--- config.mk ---
export PLATFORM = sky130hd
export DESIGN_NAME = timer_with_compare_capture_top
export DESIGN_NICKNAME = d
export VERILOG_FILES = /design/src/rtl/tcc_pkg.sv /design/src/rtl/tcc_core.sv /design/src/rtl/timer_with_compare_capture_top.sv
export VERILOG_INCLUDE_DIRS = /design/src /design/src/rtl
export SDC_FILE = /design/constraint.sdc
export NUM_CORES = 1
export LEC_CHECK = 0
export BUFFER_PORTS_ARGS = -buffer_cell sky130_fd_sc_hd__buf_2
export CORE_MARGIN = 1
export CORE_UTILIZATION = 40
export CTS_CLUSTER_DIAMETER = 60
export CTS_CLUSTER_SIZE = 14
export DETAILED_ROUTE_END_ITERATION = 10
export PLACE_DENSITY = 0.67
export RECOVER_POWER = 25
export SETUP_SLACK_MARGIN = 0.05
export SLEW_MARGIN = 5
export SYNTH_ARGS = -nofsm -noshare
export SYNTH_HDL_FRONTEND = slang
export SYNTH_SLANG_ARGS = --single-unit
--- constraint.sdc ---
create_clock -name clk -period 5.4 [get_ports clk]
set_input_delay 1.08 -clock clk [delete_from_list [all_inputs] [get_ports clk]]
set_output_delay 1.08 -clock clk [all_outputs]
set_load 0.1 [all_outputs]
--- src/rtl/timer_with_compare_capture_top_defines.svh ---
// Assertion macros shared by the timer with compare and capture channels.
// Needs no other file; the modules that check their own logic include it.
`ifndef TIMER_WITH_COMPARE_CAPTURE_TOP_DEFINES_SVH
`define TIMER_WITH_COMPARE_CAPTURE_TOP_DEFINES_SVH
`ifndef SYNTHESIS
// Checked at every rising clock edge outside reset.
`define TCC_ASSERT(lbl, clk, rst_n, prop, msg) \
	lbl: assert property (@(posedge clk) disable iff (!rst_n) prop) else $error(msg);
// Checked at every rising clock edge, reset included.
`define TCC_ASSERT_ALWAYS(lbl, clk, prop, msg) \
	lbl: assert property (@(posedge clk) prop) else $error(msg);
`else
`define TCC_ASSERT(lbl, clk, rst_n, prop, msg)
`define TCC_ASSERT_ALWAYS(lbl, clk, prop, msg)
`endif
`endif

--- src/rtl/tcc_pkg.sv ---
// Types and constants of the timer with compare and capture channels.
// Used by tcc_core and timer_with_compare_capture_top; depends on nothing.
package tcc_pkg;

	// Item kinds.
	localparam logic [2:0] MODE_TICK       = 3'd0;
	localparam logic [2:0] MODE_LOAD_TIMER = 3'd1;
	localparam logic [2:0] MODE_LOAD_CMP1  = 3'd2;
	localparam logic [2:0] MODE_LOAD_CMP2  = 3'd3;
	localparam logic [2:0] MODE_LOAD_CMP3  = 3'd4;
	localparam logic [2:0] MODE_CLEAR      = 3'd5;

	// Configuration register indexes.
	localparam int unsigned CFG_INDEX_W = 3;
	localparam int unsigned CFG_DATA_W  = 6;
	localparam logic [CFG_INDEX_W-1:0] REG_TIMER_CONTROL = 3'd0;
	localparam logic [CFG_INDEX_W-1:0] REG_CHAN1_MODE    = 3'd1;
	localparam logic [CFG_INDEX_W-1:0] REG_CHAN2_MODE    = 3'd2;
	localparam logic [CFG_INDEX_W-1:0] REG_CHAN3_MODE    = 3'd3;
	localparam logic [CFG_INDEX_W-1:0] REG_CHAN_PRESENT  = 3'd4;
	localparam logic [CFG_INDEX_W-1:0] REG_OUT_ENABLE    = 3'd5;
	localparam logic [CFG_INDEX_W-1:0] REG_ADC_ON        = 3'd6;

	// Timer clock source, timer_control bits 1:0.
	localparam logic [1:0] SRC_INTERNAL = 2'b01;
	localparam logic [1:0] SRC_EXTERNAL = 2'b11;

	// Channel function, mode bits 3:2.
	localparam logic [1:0] FN_CAPTURE = 2'b01;
	localparam logic [1:0] FN_COMPARE = 2'b10;

	// Compare submodes, mode bits 1:0.
	localparam logic [1:0] CMP_SET     = 2'd0;
	localparam logic [1:0] CMP_CLEAR   = 2'd1;
	localparam logic [1:0] CMP_FLAG    = 2'd2;
	localparam logic [1:0] CMP_SPECIAL = 2'd3;

	// Capture submodes, mode bits 1:0.
	localparam logic [1:0] CAP_FALL    = 2'd0;
	localparam logic [1:0] CAP_RISE    = 2'd1;
	localparam logic [1:0] CAP_EVERY4  = 2'd2;
	localparam logic [1:0] CAP_EVERY16 = 2'd3;

	localparam logic [3:0] CAP_EVERY4_HIT = 4'd4;

	typedef struct packed {
		logic [5:0]      timer_control;
		logic [2:0][3:0] chan_mode;
		logic [2:0]      chan_present;
		logic [2:0]      out_enable;
		logic            adc_on;
	} cfg_t;

	typedef struct packed {
		logic [2:0]  mode;
		logic [15:0] load_value;
		logic        ext_clock_level;
		logic        chan1_pin;
		logic        chan2_pin;
	} in_item_t;

	typedef struct packed {
		logic [15:0] timer_value;
		logic [15:0] chan1_value;
		logic [15:0] chan2_value;
		logic        overflow_flag;
		logic        chan1_flag;
		logic        chan2_flag;
		logic        chan3_flag;
		logic [2:0]  chan_outputs;
		logic        adc_start;
	} out_item_t;

	// Prescaler division ratio for timer_control bits 5:4.
	function automatic logic [3:0] presc_div(input logic [1:0] sel);
		logic [3:0] d;
		case (sel)
			2'd0: d = 4'd1;
			2'd1: d = 4'd2;
			2'd2: d = 4'd4;
			default: d = 4'd8;
		endcase
		return d;
	endfunction

endpackage

--- src/rtl/tcc_core.sv ---
// State registers and per-item update of the timer, compare and capture channels.
// Depends on tcc_pkg for the item, result and configuration types.
module tcc_core #(
	parameter int unsigned TIMER_BITS = 16
) (
	input  logic                 clk,
	input  logic                 arst_n,
	input  logic                 go,
	input  tcc_pkg::in_item_t    item,
	input  tcc_pkg::cfg_t        cfg,
	output tcc_pkg::out_item_t   result
);

	localparam int unsigned CMP_W = (TIMER_BITS > 16) ? TIMER_BITS : 16;

	logic [TIMER_BITS-1:0] count_q, count_n;
	logic [3:0]            psc_q, psc_n;
	logic                  prev_ext_q, prev_ext_n;
	logic [2:0][15:0]      vals_q, vals_n;
	logic [1:0][3:0]       cap_psc_q, cap_psc_n;
	logic [1:0]            prev_pin_q, prev_pin_n;
	logic [3:0]            flags_q, flags_n;
	logic [2:0]            levels_q, levels_n;
	logic                  adc;
	logic [CMP_W-1:0]      count_ext;
	logic [CMP_W-1:0]      load_ext;

	always_comb begin
		logic       counting;
		logic       fire;
		logic [3:0] cp;
		logic [1:0] pins;
		logic [1:0] src;
		count_n    = count_q;
		psc_n      = psc_q;
		prev_ext_n = prev_ext_q;
		vals_n     = vals_q;
		cap_psc_n  = cap_psc_q;
		prev_pin_n = prev_pin_q;
		flags_n    = flags_q;
		levels_n   = levels_q;
		adc        = 1'b0;
		fire       = 1'b0;
		cp         = 4'd0;
		pins       = {item.chan2_pin, item.chan1_pin};
		src        = cfg.timer_control[1:0];
		counting   = (src == tcc_pkg::SRC_INTERNAL) ||
			(src == tcc_pkg::SRC_EXTERNAL && !prev_ext_q && item.ext_clock_level);
		load_ext   = CMP_W'(item.load_value);
		count_ext  = CMP_W'(count_q);
		if (go) begin
			case (item.mode)
				tcc_pkg::MODE_TICK: begin
					if (counting) begin
						psc_n = psc_q + 4'd1;
						if (psc_n >= tcc_pkg::presc_div(cfg.timer_control[5:4])) begin
							count_n = count_q + TIMER_BITS'(1);
							if (count_n == '0) begin
								flags_n[0] = 1'b1;
							end
							psc_n = 4'd0;
						end
						// Channels are checked in order; a special event resets
						// the count that the later channels then see.
						for (int ch = 0; ch < 3; ch++) begin
							if (cfg.chan_present[ch] &&
								cfg.chan_mode[ch][3:2] == tcc_pkg::FN_COMPARE &&
								CMP_W'(count_n) == CMP_W'(vals_n[ch])) begin
								flags_n[ch+1] = 1'b1;
								case (cfg.chan_mode[ch][1:0])
									tcc_pkg::CMP_SET: begin
										if (cfg.out_enable[ch]) levels_n[ch] = 1'b1;
									end
									tcc_pkg::CMP_CLEAR: begin
										if (cfg.out_enable[ch]) levels_n[ch] = 1'b0;
									end
									tcc_pkg::CMP_FLAG: begin
									end
									default: begin
										count_n = '0;
										if (ch == 1 && cfg.adc_on) adc = 1'b1;
									end
								endcase
							end
						end
					end
					prev_ext_n = item.ext_clock_level;
					count_ext  = CMP_W'(count_n);
					if (cfg.timer_control[0]) begin
						for (int ch = 0; ch < 2; ch++) begin
							if (cfg.chan_present[ch] &&
								cfg.chan_mode[ch][3:2] == tcc_pkg::FN_CAPTURE &&
								pins[ch] != prev_pin_q[ch]) begin
								fire = 1'b0;
								case (cfg.chan_mode[ch][1:0])
									tcc_pkg::CAP_FALL: fire = prev_pin_q[ch];
									tcc_pkg::CAP_RISE: fire = !prev_pin_q[ch];
									default: begin
										if (!prev_pin_q[ch]) begin
											cp = cap_psc_q[ch] + 4'd1;
											if ((cfg.chan_mode[ch][1:0] == tcc_pkg::CAP_EVERY4) ?
												(cp == tcc_pkg::CAP_EVERY4_HIT) : (cp == 4'd0)) begin
												fire = 1'b1;
												cp   = 4'd0;
											end
											cap_psc_n[ch] = cp;
										end
									end
								endcase
								if (fire) begin
									flags_n[ch+1] = 1'b1;
									vals_n[ch]    = count_ext[15:0];
								end
								prev_pin_n[ch] = pins[ch];
							end
						end
					end
				end
				tcc_pkg::MODE_LOAD_TIMER: begin
					count_n   = load_ext[TIMER_BITS-1:0];
					count_ext = CMP_W'(count_n);
				end
				tcc_pkg::MODE_LOAD_CMP1: vals_n[0] = item.load_value;
				tcc_pkg::MODE_LOAD_CMP2: vals_n[1] = item.load_value;
				tcc_pkg::MODE_LOAD_CMP3: vals_n[2] = item.load_value;
				tcc_pkg::MODE_CLEAR: flags_n = flags_q & ~item.load_value[3:0];
				default: begin
				end
			endcase
		end
	end

	always_ff @(posedge clk or negedge arst_n) begin
		if (!arst_n) begin
			count_q    <= '0;
			psc_q      <= '0;
			prev_ext_q <= 1'b0;
			vals_q     <= '0;
			cap_psc_q  <= '0;
			prev_pin_q <= '0;
			flags_q    <= '0;
			levels_q   <= '0;
		end else if (go) begin
			count_q    <= count_n;
			psc_q      <= psc_n;
			prev_ext_q <= prev_ext_n;
			vals_q     <= vals_n;
			cap_psc_q  <= cap_psc_n;
			prev_pin_q <= prev_pin_n;
			flags_q    <= flags_n;
			levels_q   <= levels_n;
		end
	end

	assign result.timer_value   = count_ext[15:0];
	assign result.chan1_value   = vals_n[0];
	assign result.chan2_value   = vals_n[1];
	assign result.overflow_flag = flags_n[0];
	assign result.chan1_flag    = flags_n[1];
	assign result.chan2_flag    = flags_n[2];
	assign result.chan3_flag    = flags_n[3];
	assign result.chan_outputs  = levels_n;
	assign result.adc_start     = adc;

endmodule

--- src/rtl/timer_with_compare_capture_top.sv ---
// Top level of the timer with compare and capture channels: handshake, config.
// Depends on tcc_pkg, tcc_core and timer_with_compare_capture_top_defines.svh.
//
// Usage: items arrive on the in_valid/in_stall channel; a transfer happens at a
// rising edge with in_valid high and in_stall low. Each item (tick, timer load,
// compare value load or flag clear) gives exactly one result on the
// out_valid/out_stall channel, in order. Configuration registers are written
// through cfg_valid/cfg_ready with cfg_index and cfg_data; cfg_ready is always
// high, and writes are expected only while no item is in flight.
// Path: an item taken is registered in the input stage, processed by the core
// once the result register is free, and its result is registered there and
// offered on out_valid/out_stall. Throughput: one item per cycle while the
// receiver does not stall. The timer, compare and capture update is a single
// pass of logic between the input stage and the result register. Reset clears
// the timer, channel state, flags, output levels, configuration and both
// stages. When the receiver stalls, the result register holds and the input
// stage takes one more item; then in_stall rises until the result moves.
`include "timer_with_compare_capture_top_defines.svh"
module timer_with_compare_capture_top #(
	parameter int unsigned TIMER_BITS = 16
) (
	input  logic                                clk,
	input  logic                                arst_n,
	input  logic                                in_valid,
	output logic                                in_stall,
	input  tcc_pkg::in_item_t                   in_data,
	output logic                                out_valid,
	input  logic                                out_stall,
	output tcc_pkg::out_item_t                  out_data,
	input  logic                                cfg_valid,
	output logic                                cfg_ready,
	input  logic [tcc_pkg::CFG_INDEX_W-1:0]     cfg_index,
	input  logic [tcc_pkg::CFG_DATA_W-1:0]      cfg_data
);

	tcc_pkg::cfg_t      cfg_q;
	tcc_pkg::in_item_t  item_s1;
	logic               valid_s1;
	tcc_pkg::out_item_t result_s2;
	logic               valid_s2;
	tcc_pkg::out_item_t result;
	logic               out_free;
	logic               go;

	// The result register can take a new result when it is empty or its
	// current result transfers at this edge.
	assign out_free  = !valid_s2 || !out_stall;
	assign go        = valid_s1 && out_free;
	assign in_stall  = valid_s1 && !out_free;
	assign cfg_ready = 1'b1;

	always_ff @(posedge clk or negedge arst_n) begin
		if (!arst_n) begin
			cfg_q <= '0;
		end else if (cfg_valid && cfg_ready) begin
			unique case (cfg_index)
				tcc_pkg::REG_TIMER_CONTROL: cfg_q.timer_control <= cfg_data;
				tcc_pkg::REG_CHAN1_MODE:    cfg_q.chan_mode[0]  <= cfg_data[3:0];
				tcc_pkg::REG_CHAN2_MODE:    cfg_q.chan_mode[1]  <= cfg_data[3:0];
				tcc_pkg::REG_CHAN3_MODE:    cfg_q.chan_mode[2]  <= cfg_data[3:0];
				tcc_pkg::REG_CHAN_PRESENT:  cfg_q.chan_present  <= cfg_data[2:0];
				tcc_pkg::REG_OUT_ENABLE:    cfg_q.out_enable    <= cfg_data[2:0];
				tcc_pkg::REG_ADC_ON:        cfg_q.adc_on        <= cfg_data[0];
				default: begin
				end
			endcase
		end
	end

	// Input stage: holds one item until the core processes it.
	always_ff @(posedge clk or negedge arst_n) begin
		if (!arst_n) begin
			valid_s1 <= 1'b0;
		end else if (in_valid && !in_stall) begin
			valid_s1 <= 1'b1;
		end else if (go) begin
			valid_s1 <= 1'b0;
		end
	end

	always_ff @(posedge clk) begin
		if (in_valid && !in_stall) begin
			item_s1 <= in_data;
		end
	end

	tcc_core #(
		.TIMER_BITS(TIMER_BITS)
	) u_core (
		.clk    (clk),
		.arst_n (arst_n),
		.go     (go),
		.item   (item_s1),
		.cfg    (cfg_q),
		.result (result)
	);

	// Result register: the state update and the result it reports land together.
	always_ff @(posedge clk or negedge arst_n) begin
		if (!arst_n) begin
			valid_s2 <= 1'b0;
		end else if (go) begin
			valid_s2 <= 1'b1;
		end else if (!out_stall) begin
			valid_s2 <= 1'b0;
		end
	end

	always_ff @(posedge clk) begin
		if (go) begin
			result_s2 <= result;
		end
	end

	assign out_valid = valid_s2;
	assign out_data  = result_s2;

	`TCC_ASSERT(a_go_fills_result, clk, arst_n, go |=> valid_s2, "processed item has no result")
	`TCC_ASSERT(a_s1_holds, clk, arst_n, valid_s1 && !go |=> valid_s1 && $stable(item_s1), "waiting item lost or changed")
	`TCC_ASSERT(a_adc_tick_only, clk, arst_n, go && item_s1.mode != tcc_pkg::MODE_TICK |=> !result_s2.adc_start, "converter start on a non-tick item")
	`TCC_ASSERT_ALWAYS(a_stall_cause, clk, in_stall |-> valid_s2 && out_stall && valid_s1, "input stalled without a blocked result")

endmodule
==> impl_metrics.yaml, run 1 <==
run_status:
  status: "finished, violations left"
  violations: "max-capacitance violations, max-slew violations"
power_and_ir_drop:
  p_comb_share_pct: 45.2
  power_frac_clock_pct: 20.7
  p_switching_mw: 2.73
  ir_drop_v: 0.000247
  power.density_nw_per_um2: 440
  p_leak_nw: 5.67
  switching_share_pct: 44.7
  seqPwrFrac_pct: 34.1
  power.internal_mw: 3.38
final_layout:
  drive_above_1_share_pct: 26.2
  layout_commonest_cell: "nand2_1"
  nFillCells: 2729
  nNetsFinal: 1412
  fin_cells: 1760
  final_cell_mix: "nand2_1, buf_4, dfrtp_1, buf_2, edfxtp_1"
  n_antenna_cell: 0
  fin_area_um2: 13900
  area_growth_pct: 18.9
synth:
  synth_edf_count: 78
  ys_seq_area_share_pct: 43.9
  syn_nets: 1253
  netlist_area_um2: 11700
  synth-seq-cells: 189
  synth.largest_area_cell: "dfrtp_1"
  synthXorXnorAreaFrac_pct: 3.54
  synthesis.instances: 1204
  synth.distinct_cells: 96
  ys_warn_count: 0
  synth_area_per_cell_um2: 9.69
  synthAdderAreaFrac_pct: 1.39
  synth-simple-area-share_pct: 20.7
  synth_top_family_by_area: "simple AND/OR/NAND/NOR gates"
  muxShareOfSynthArea_pct: 5.85
  ys.flop_type: "dfrtp_1"
  synth-compound-area-share_pct: 20.6
  async_flop_share_pct: 58.7
  synth_top_area_share_pct: 23.8
  synthTopCellsByArea: "dfrtp_1, edfxtp_1, nand2_1, mux2_2, o21ai_0"
clock_tree:
  cts_max_level: 4
  cts_buffer_depth: 2
  cts_sinks: 189
  tritoncts: "built"
  root_buffer: "clkbuf_16"
  path_clk_slew_ns: 0.08
  post_cts_buffers: 0
  ctsHoldBuffers: 0
  numCtsBuffers: 17
  clk-insertion-delay-late_ns: 0.46
routing:
  drtIter0Drc: 1471
  vias_per_cell: 6.19
  drtAntennaViolNets: 0
  via_count: 10900
  drt_wl_total_mm: 41.9
  drc: 0
  drt_first_pass_iters: 6
  wire_per_inst_um: 23.8
setup_path:
  end_kind: "flip-flop"
  cp_cell_sequence: "ha_1 -> ha_1 -> or3b_1 -> a21oi_4 -> buf_4 -> o211a_1 -> o22ai_1 -> nor3_1 -> and4_1 -> nand2_1 -> o311a_1 -> a311oi_2 -> a41o_4 -> buf_12 -> buf_4 -> o31ai_4 -> a22oi_1 -> nand2_1"
  worstPathMaxFanout: 10
  worst_setup_path_start_kind: "flip-flop"
  cpMaxStageDelayCell: "or3b_1"
  cp.arrival_ns: 5.48
  critical_path_class: "flip-flop to flip-flop"
  critPathRequiredTime_ns: 5.60
  cp_slowest_stage_delay_ns: 0.45
global_route:
  grt_overflow: 0
  antenna_found_initial: 0
  grt_pass1_vias: 10200
  track_usage_pct: 28.2
  grt_max_degree: 60
  grt_pass1_wl_mm: 63.6
die:
  num_io_pins: 95
  die_height_um: 173
  dieArea_um2: 29900
  rows: 62
  core_um2: 28700
  die_w_um: 173
  initial_core_util_pct: 40.7
sta:
  setup_viol: 0
  slew_headroom_pct: -123
  fmax_mhz: 189
  rsz0062_at_grt: "true"
  final-max-slew-violation-count: 60
  final.period_utilization_pct: 97.7
  hold_viol: 0
  tightest_slew_ns: 3.35
  hold_ws_ns: 0.490
  fin_skew_ns: 0.0184
  period_needed_ns: 5.28
placed_design:
  portBuffers: 93
  dp.cells: 1728
  place_area_um2: 13200
  gp_congestion: 1.03
  hpwl_mm: 31.3
run:
  drv_cap: 1
hold_path:
  min_path_type: "flip-flop to flip-flop"
Yosys cell counts (9+ instances only):
| cell type | number |
|---|---|
| mux2i_1 | 12 |
| nor2_1 | 69 |
| nand2b_1 | 22 |
| nor4_1 | 18 |
| mux2_2 | 50 |
| inv_1 | 25 |
| o31ai_2 | 10 |
| nand4_1 | 14 |
| edfxtp_1 | 78 |
| a31oi_1 | 11 |
| ha_1 | 13 |
| o31ai_1 | 16 |
| o31a_1 | 9 |
| a22oi_1 | 30 |
| a211oi_1 | 10 |
| o21ai_0 | 75 |
| nand2_1 | 173 |
| nand3_1 | 38 |
| xor2_1 | 12 |
| and3_1 | 20 |
| a21oi_1 | 42 |
| and2_1 | 9 |
| xnor2_1 | 17 |
| clkbuf_1 | 46 |
| nor3_1 | 40 |
| o21ai_1 | 28 |
| dfrtp_1 | 111 |
state kept, by name, summed over array words and instances, names as in the netlist, 2 cells and up:
| register | flops |
|---|---|
| u_core.prev_pin_q | 2 |
| u_core.psc_q | 4 |
| u_core.count_q | 16 |
| u_core.cap_psc_q | 8 |
| out_data | 56 |
| item_s1 | 22 |
| cfg_q | 23 |
| u_core.flags_q | 4 |
| u_core.vals_q | 48 |
| u_core.levels_q | 3 |
cell type report:
class	instances	area [µm²]	share of cell area, %
clock buffers	18	429	3.09
clock inverters	14	151	1.09
inverters	26	98.8	0.713
multi-input cells	916	6170	44.5
flip-flops and latches	189	5120	36.9
well taps	384	480	3.46
repair buffers	213	1420	10.2
cells by family (layout without fill, tap and decap cells):
group	after synthesis	count (layout)
mux	62	62
other cells	1	1
simple gates	475	475
compound gates	329	329
buf+inv	99	271
xor+xnor	36	36
flops	189	189
fa+ha+maj	13	13
worst paths after layout:
path / end / startpoint / slack (ns) / cells after the start
worst min-delay path: u_core.flags_q[0] / u_core.flags_q[0] / 0.49 / 2
worst min register to register: u_core.flags_q[0] / u_core.flags_q[0] / 0.49 / 2
worst max register to register: out_data[15] / u_core.psc_q[0] / 0.12 / 18
min in group asynchronous: cfg_q[0] / arst_n / 1.74 / 1
max in group asynchronous: u_core.vals_q[27] / arst_n / 1.09 / 2
worst max-delay path: out_data[15] / u_core.psc_q[0] / 0.12 / 18
critical path, delay by kind of cell (launching register included):
kind,cells,cell delay (ns)
adder cells (fa/ha/maj),2,0.60
flip-flops,1,0.42
buffers and inverters,3,0.56
AND/OR/NAND/NOR,5,1.22
AO/OA/AOI/OAI,8,2.20
power by group through the flow:
stage          sequential [mW]  combinational [mW]  clock [mW]
2_1_floorplan             2.34                1.48           0
3_3_place_gp              2.09                2.64           0
4_1_cts                   2.07                2.67        1.28
3_5_place_dp              2.10                2.66           0
5_1_grt                   2.11                2.91        1.34
6_report                  2.08                2.76        1.26
through the flow:
stage | setup TNS, ns | total power, mW | utilization (%) | worst slack, ns
global route | 0 | 6.36 | 48.3 | 0.0463
floorplan | 0 | 3.82 | - | 0.798
finish | 0 | 6.11 | 48.3 | 0.123
global placement | 0 | 4.73 | 46.0 | 0.0893
detailed placement | -0.0507 | 4.75 | 46.0 | -0.0456
CTS | 0 | 6.02 | 48.1 | 0.0755
layer usage:
layer	vias up	GRT usage, %	part of all wire [%]
li1	4843	-	-
met1	5265	39.6	42
met2	659	42.0	44
met3	133	4.49	8.8
met4	0	14.2	4.7
met5	-	0	0
timing repair:
| action | 4_1_cts | 5_1_grt |
|---|---|---|
| pin swaps | 0 | 2 |
| gates resized for setup | 1 | 16 |
| setup endpoints to repair | 2 | 73 |
Power figures use the tool's default switching activity.
==> run 2: changes to the inputs <==
--- a/config.mk
+++ b/config.mk
@@ -12,10 +12,9 @@
 export CTS_CLUSTER_DIAMETER = 60
 export CTS_CLUSTER_SIZE = 14
 export DETAILED_ROUTE_END_ITERATION = 10
-export PLACE_DENSITY = 0.67
+export PLACE_DENSITY = 0.69
 export RECOVER_POWER = 25
 export SETUP_SLACK_MARGIN = 0.05
-export SLEW_MARGIN = 5
 export SYNTH_ARGS = -nofsm -noshare
 export SYNTH_HDL_FRONTEND = slang
 export SYNTH_SLANG_ARGS = --single-unit
==> constraint.sdc (replaced) <==
create_clock -name clk -period 4.3 [get_ports clk]
set_input_delay 0.86 -clock clk [delete_from_list [all_inputs] [get_ports clk]]
set_output_delay 0.86 -clock clk [all_outputs]
set_load 0.1 [all_outputs]
==> run 2 against run 1 <==
The run ends with max-capacitance violations, max-slew violations, negative setup slack left. Power rose by 48%. Register-to-register slack worse by 0.99 ns. Cell area rose by 17%. Utilization up 8.0 points. First-iteration DRC count shrank 12%. Highest routed layer unchanged. Cell count grew 8.9%. Worst hold slack better by 0.0055 ns. Global-route usage up 1.9 points.
==> impl_metrics.yaml, run 2 (synthesis gave the netlist of run 1 again) <==
sta:
  period_needed_ns: 5.17
  fin_skew_ns: 0.0186
  final.period_utilization_pct: 120
  setup_viol: 100
  hold_viol: 0
  finalWorstSetupSlack_ns: -0.868
  slew_headroom_pct: -82.5
  final-max-slew-violation-count: 47
  fmax_mhz: 194
  tightest_slew_ns: 2.74
  rsz0062_at_grt: "true"
clock_tree:
  cts_max_level: 4
  cts_sinks: 189
  path_clk_slew_ns: 0.08
  clk-insertion-delay-late_ns: 0.46
  root_buffer: "clkbuf_16"
  numCtsBuffers: 17
  cts_buffer_depth: 2
  tritoncts: "built"
final_layout:
  fin_area_um2: 16200
  n_antenna_cell: 0
  layout_commonest_cell: "buf_4"
  nNetsFinal: 1568
  fin_cells: 1916
  largest_reg_flops: 56
  multi_input_area_um2: 7150
  area_growth_pct: 38.6
  final_cell_mix: "buf_4, nand2_1, dfrtp_1, buf_2, edfxtp_1"
  register_area_um2: 5120
  drive_above_1_share_pct: 41.6
  nFillCells: 2486
routing:
  drtAntennaViolNets: 0
  drt_wl_total_mm: 45.4
  drtIter0Drc: 1295
  wire_per_inst_um: 23.7
  drt_first_pass_iters: 6
  vias_per_cell: 6.04
  drc: 0
  via_count: 11600
hold_path:
  hold_path_depth: 2
  min_path_type: "flip-flop to flip-flop"
  hold_end: "u_core.flags_q[0]"
  min_from: "u_core.flags_q[0]"
placed_design:
  hpwl_mm: 33.1
  dp.cells: 1830
  portBuffers: 93
  place_area_um2: 14100
  gp_congestion: 0.989
run:
  drv_cap: 1
power_and_ir_drop:
  p_switching_mw: 3.95
  power.density_nw_per_um2: 557
  switching_share_pct: 43.8
  power_frac_clock_pct: 18.5
  ir_drop_v: 0.000335
  seqPwrFrac_pct: 28.4
  p_comb_share_pct: 53.2
  p_leak_nw: 6.64
  power_mw: 9.01
  power.internal_mw: 5.07
setup_path:
  timing.rr.end: "out_data[9]"
  worstPathMaxFanout: 6
  end_kind: "flip-flop"
  critical_path_class: "flip-flop to flip-flop"
  r2r_start: "u_core.psc_q[1]"
  worst_setup_path_start_kind: "flip-flop"
  critPathRequiredTime_ns: 4.48
  r2r_setup_slack_ns: -0.87
  r2r_cells: 23
  cp.arrival_ns: 5.35
die:
  die_w_um: 173
  rows: 62
  num_io_pins: 95
  initial_core_util_pct: 40.7
  die_height_um: 173
  dieArea_um2: 29900
  core_um2: 28700
run_status:
  violations: "max-capacitance violations, max-slew violations, negative setup slack"
  status: "finished, violations left"
global_route:
  track_usage_pct: 30.0
  grt_max_degree: 67
  grt_overflow: 0
  grt_pass1_wl_mm: 67.5
  antenna_found_initial: 0
  grt_pass1_vias: 11200
[run 2: cell types whose count changed in the layout (fill, tap and decap cells not counted), sizes merged]
cell | before | now
buf | 209 | 365
o21ai | 105 | 106
bufinv | 0 | 1
clkbuf | 22 | 20
clkinv | 7 | 8
inv | 33 | 32
[run 2: critical path: stages (launching register included)]
cell and delay, ns:
dfrtp_1 0.42, buf_6 0.14, ha_4 0.16, xor2_4 0.16, ha_4 0.28, o211ai_1 0.11
buf_4 0.19, o21ai_4 0.20, buf_6 0.12, buf_4 0.12, buf_4 0.13, buf_4 0.10
nand3b_1 0.09, a21oi_2 0.12, and4_4 0.25, nand2_1 0.09, or4_4 0.58, o311a_1 0.16
a311oi_2 0.36, a41o_4 0.36, buf_12 0.16, o21ai_4 0.07, a32oi_4 0.34, o211ai_1 0.16
[run 2: worst max-delay path by stage]
stage,start,to,slack [ns],cells after the start
6_report,u_core.psc_q[1],out_data[9],-0.87,23
5_1_grt,u_core.psc_q[1],out_data[33],-0.95,23
4_1_cts,u_core.psc_q[0],out_data[9],-0.59,21
3_5_place_dp,u_core.psc_q[1],out_data[9],-0.99,18
3_3_place_gp,u_core.psc_q[0],out_data[9],-0.92,19
2_1_floorplan,u_core.psc_q[0],out_data[52],-0.20,17
[run 2: per-layer routing]
metal	global-route usage [%]	vias up	wire, µm
li1	-	5178	-
met1	39.8	5636	18900
met2	46.9	615	20700
met3	5.78	145	3570
met4	15.1	0	2260
met5	0	-	0
[run 2: area by class of cell]
type	count	share of cell area (%)
Multi-Input combinational cell	917	44.2
Sequential cell	189	31.6
Timing Repair Buffer	368	16.8
Tap cell	384	2.97
Clock buffer	17	2.63
Clock inverter	15	1.19
Inverter	26	0.603
[run 2: power by group through the flow]
stage | clock network, mW | logic [mW] | registers [mW]
2_1_floorplan | 0 | 1.91 | 2.94
4_1_cts | 1.68 | 4.41 | 2.53
5_1_grt | 1.75 | 5.04 | 2.59
3_5_place_dp | 0 | 3.82 | 2.57
6_report | 1.66 | 4.79 | 2.56
3_3_place_gp | 0 | 3.80 | 2.56
[run 2: stage by stage]
step / setup TNS [ns] / setup WS, ns / hold WS (ns) / utilization, %
floorplan: -6.49 / -0.203 / 0.446 / -
global placement: -69.70 / -0.925 / 0.464 / 49.0
detailed placement: -75.12 / -0.993 / 0.477 / 49.0
CTS: -43.27 / -0.587 / 0.460 / 54.6
global route: -77.77 / -0.948 / 0.529 / 56.4
finish: -64.76 / -0.868 / 0.495 / 56.4
[run 2: what timing repair did]
item,CTS,global route
gates resized for setup,147,85
cloned,2,0
hold buffers,0,0
setup buffers,50,18
endpoints found under the setup margin,104,104
pin swaps,57,48
==> run 3: changes to the inputs <==
--- a/config.mk
+++ b/config.mk
@@ -7,13 +7,15 @@
 export NUM_CORES = 1
 export LEC_CHECK = 0
 export BUFFER_PORTS_ARGS = -buffer_cell sky130_fd_sc_hd__buf_2
+export CELL_PAD_IN_SITES_DETAIL_PLACEMENT = 1
+export CELL_PAD_IN_SITES_GLOBAL_PLACEMENT = 2
 export CORE_MARGIN = 1
-export CORE_UTILIZATION = 40
+export CORE_UTILIZATION = 35
 export CTS_CLUSTER_DIAMETER = 60
 export CTS_CLUSTER_SIZE = 14
 export DETAILED_ROUTE_END_ITERATION = 10
-export PLACE_DENSITY = 0.69
-export RECOVER_POWER = 25
+export PLACE_DENSITY = 0.86
+export RECOVER_POWER = 100
 export SETUP_SLACK_MARGIN = 0.05
 export SYNTH_ARGS = -nofsm -noshare
 export SYNTH_HDL_FRONTEND = slang
==> run 3 against run 2 <==
The run still ends with max-capacitance violations, max-slew violations, negative setup slack left. Worst hold slack worse by 0.014 ns. Critical path depth stayed put. Clock-buffer cell count grew 1. Register-to-register slack barely moved. Highest routed layer is now met5.
==> impl_metrics.yaml, run 3 (synthesis gave the netlist of run 1 again) <==
run_status:
  status: "finished, violations left"
  violations: "max-capacitance violations, max-slew violations, negative setup slack"
power_and_ir_drop:
  p_leak_nw: 6.63
  power.density_nw_per_um2: 562
  ir_drop_v: 0.000350
final_layout:
  drive_above_1_share_pct: 39.9
  nFillCells: 3693
  largest_reg_flops: 56
  final_cell_mix: "buf_4, nand2_1, dfrtp_1, edfxtp_1, clkbuf_1"
  area_growth_pct: 41.7
  multi_input_area_um2: 7280
  fin_area_um2: 16500
  nNetsFinal: 1598
  layout_commonest_cell: "buf_4"
  register_area_um2: 5120
setup_path:
  end_kind: "flip-flop"
  worstPathMaxFanout: 7
  cp.arrival_ns: 5.40
  worst_setup_path_start_kind: "flip-flop"
  critPathRequiredTime_ns: 4.52
  critical_path_class: "flip-flop to flip-flop"
  r2r_setup_slack_ns: -0.88
sta:
  fin_skew_ns: 0.0192
  final.period_utilization_pct: 120
  final-max-slew-violation-count: 137
  slew_headroom_pct: -101
  hold_viol: 0
  finalWorstSetupSlack_ns: -0.877
  hold_ws_ns: 0.481
  setup_viol: 100
  fmax_mhz: 193
  period_needed_ns: 5.18
  rsz0062_at_grt: "true"
  tightest_slew_ns: 3.02
clock_tree:
  cts_sinks: 189
  cts_buffer_depth: 2
  ctsHoldBuffers: 0
  path_clk_slew_ns: 0.08
  root_buffer: "clkbuf_16"
  numCtsBuffers: 17
  clk-insertion-delay-late_ns: 0.48
  tritoncts: "built"
  cts_max_level: 4
die:
  rows: 66
  core_um2: 32700
  die_w_um: 185
  die_height_um: 185
  dieArea_um2: 34100
  num_io_pins: 95
  initial_core_util_pct: 35.7
routing:
  drc: 0
  drt_wl_total_mm: 51.3
  drtAntennaViolNets: 0
  drtIter0Drc: 1072
  wire_per_inst_um: 25.6
  vias_per_cell: 5.94
  via_count: 11900
  drt_first_pass_iters: 5
placed_design:
  portBuffers: 93
  place_area_um2: 14100
  gp_congestion: 0.966
  hpwl_mm: 36.2
global_route:
  track_usage_pct: 30.6
  grt_pass1_vias: 12300
  grt_pass1_wl_mm: 76.0
  grt_max_degree: 62
  antenna_found_initial: 1
  grt_overflow: 0
run:
  drv_cap: 4
hold_path:
  min_path_type: "flip-flop to flip-flop"
==> run 3: layer usage <==
metal | wire [µm] | track usage, %
met5 | 13 | 0
met4 | 1800 | 12.8
met3 | 3190 | 6.52
met2 | 24600 | 50.1
met1 | 21700 | 38.8
==> run 3: final cells by class <==
| class | count | area share, % |
|---|---|---|
| Tap cell | 442 | 3.34 |
| Multi-Input combinational cell | 918 | 44.0 |
| Clock buffer | 18 | 2.60 |
| Sequential cell | 189 | 31.0 |
| Inverter | 26 | 0.598 |
| Antenna cell | 2 | 0.0303 |
| Clock inverter | 14 | 1.01 |
| Timing Repair Buffer | 397 | 17.4 |
==> run 3: report_power, final <==
part	leakage, nW	total (mW)	internal [mW]	switching [mW]
Combinational	4.18	5.07	2.14	2.93
Sequential	2.17	2.59	2.21	0.378
Clock	0.286	1.65	0.786	0.861
Total	6.63	9.30	5.13	4.17
==> run 3: timing repair <==
item / CTS / global route
setup endpoints to repair: 104 / 104
pin swaps: 60 / 86
cloned: 3 / 0
setup buffers: 53 / 34
resized for setup: 138 / 134
==> run 3: final timing paths <==
check,endpoint,cells past startpoint,startpoint
min,u_core.flags_q[0],2,u_core.flags_q[0]
min reg2reg,u_core.flags_q[0],2,u_core.flags_q[0]
max in group asynchronous,u_core.count_q[13],2,arst_n
min in group asynchronous,u_core.cap_psc_q[7],1,arst_n
max reg2reg,out_data[44],23,u_core.psc_q[1]
max,out_data[44],23,u_core.psc_q[1]
==> run 3: critical path, cell delays in order (launching register included) <==
cell and delay, ns:
dfrtp_2 0.45, ha_4 0.19, xor2_4 0.19, ha_4 0.28
o211ai_1 0.12, buf_4 0.19, o21ai_4 0.30, buf_6 0.16
nand4_1 0.12, buf_4 0.17, and2_4 0.17, buf_4 0.14
a211oi_2 0.24, nand2_1 0.11, or4_4 0.44, o311a_1 0.15
a311oi_2 0.32, a41o_4 0.38, buf_12 0.17, buf_4 0.13
o31ai_4 0.07, mux2i_1 0.19, buf_4 0.16, o21ai_1 0.05
==> run 3: through the flow <==
stage | TNS, ns | worst slack, ns | power [mW] | cells | utilization [%]
2_1_floorplan | -6.49 | -0.203 | 4.85 | 1204 | -
3_3_place_gp | -79.38 | -1.07 | 6.36 | 1890 | 43.2
3_5_place_dp | -82.11 | -1.15 | 6.42 | 1890 | 43.2
4_1_cts | -57.68 | -0.762 | 8.79 | 1978 | 48.4
5_1_grt | -85.90 | -0.984 | 9.65 | 2004 | 50.5
6_report | -68.87 | -0.877 | 9.30 | 2006 | 50.6
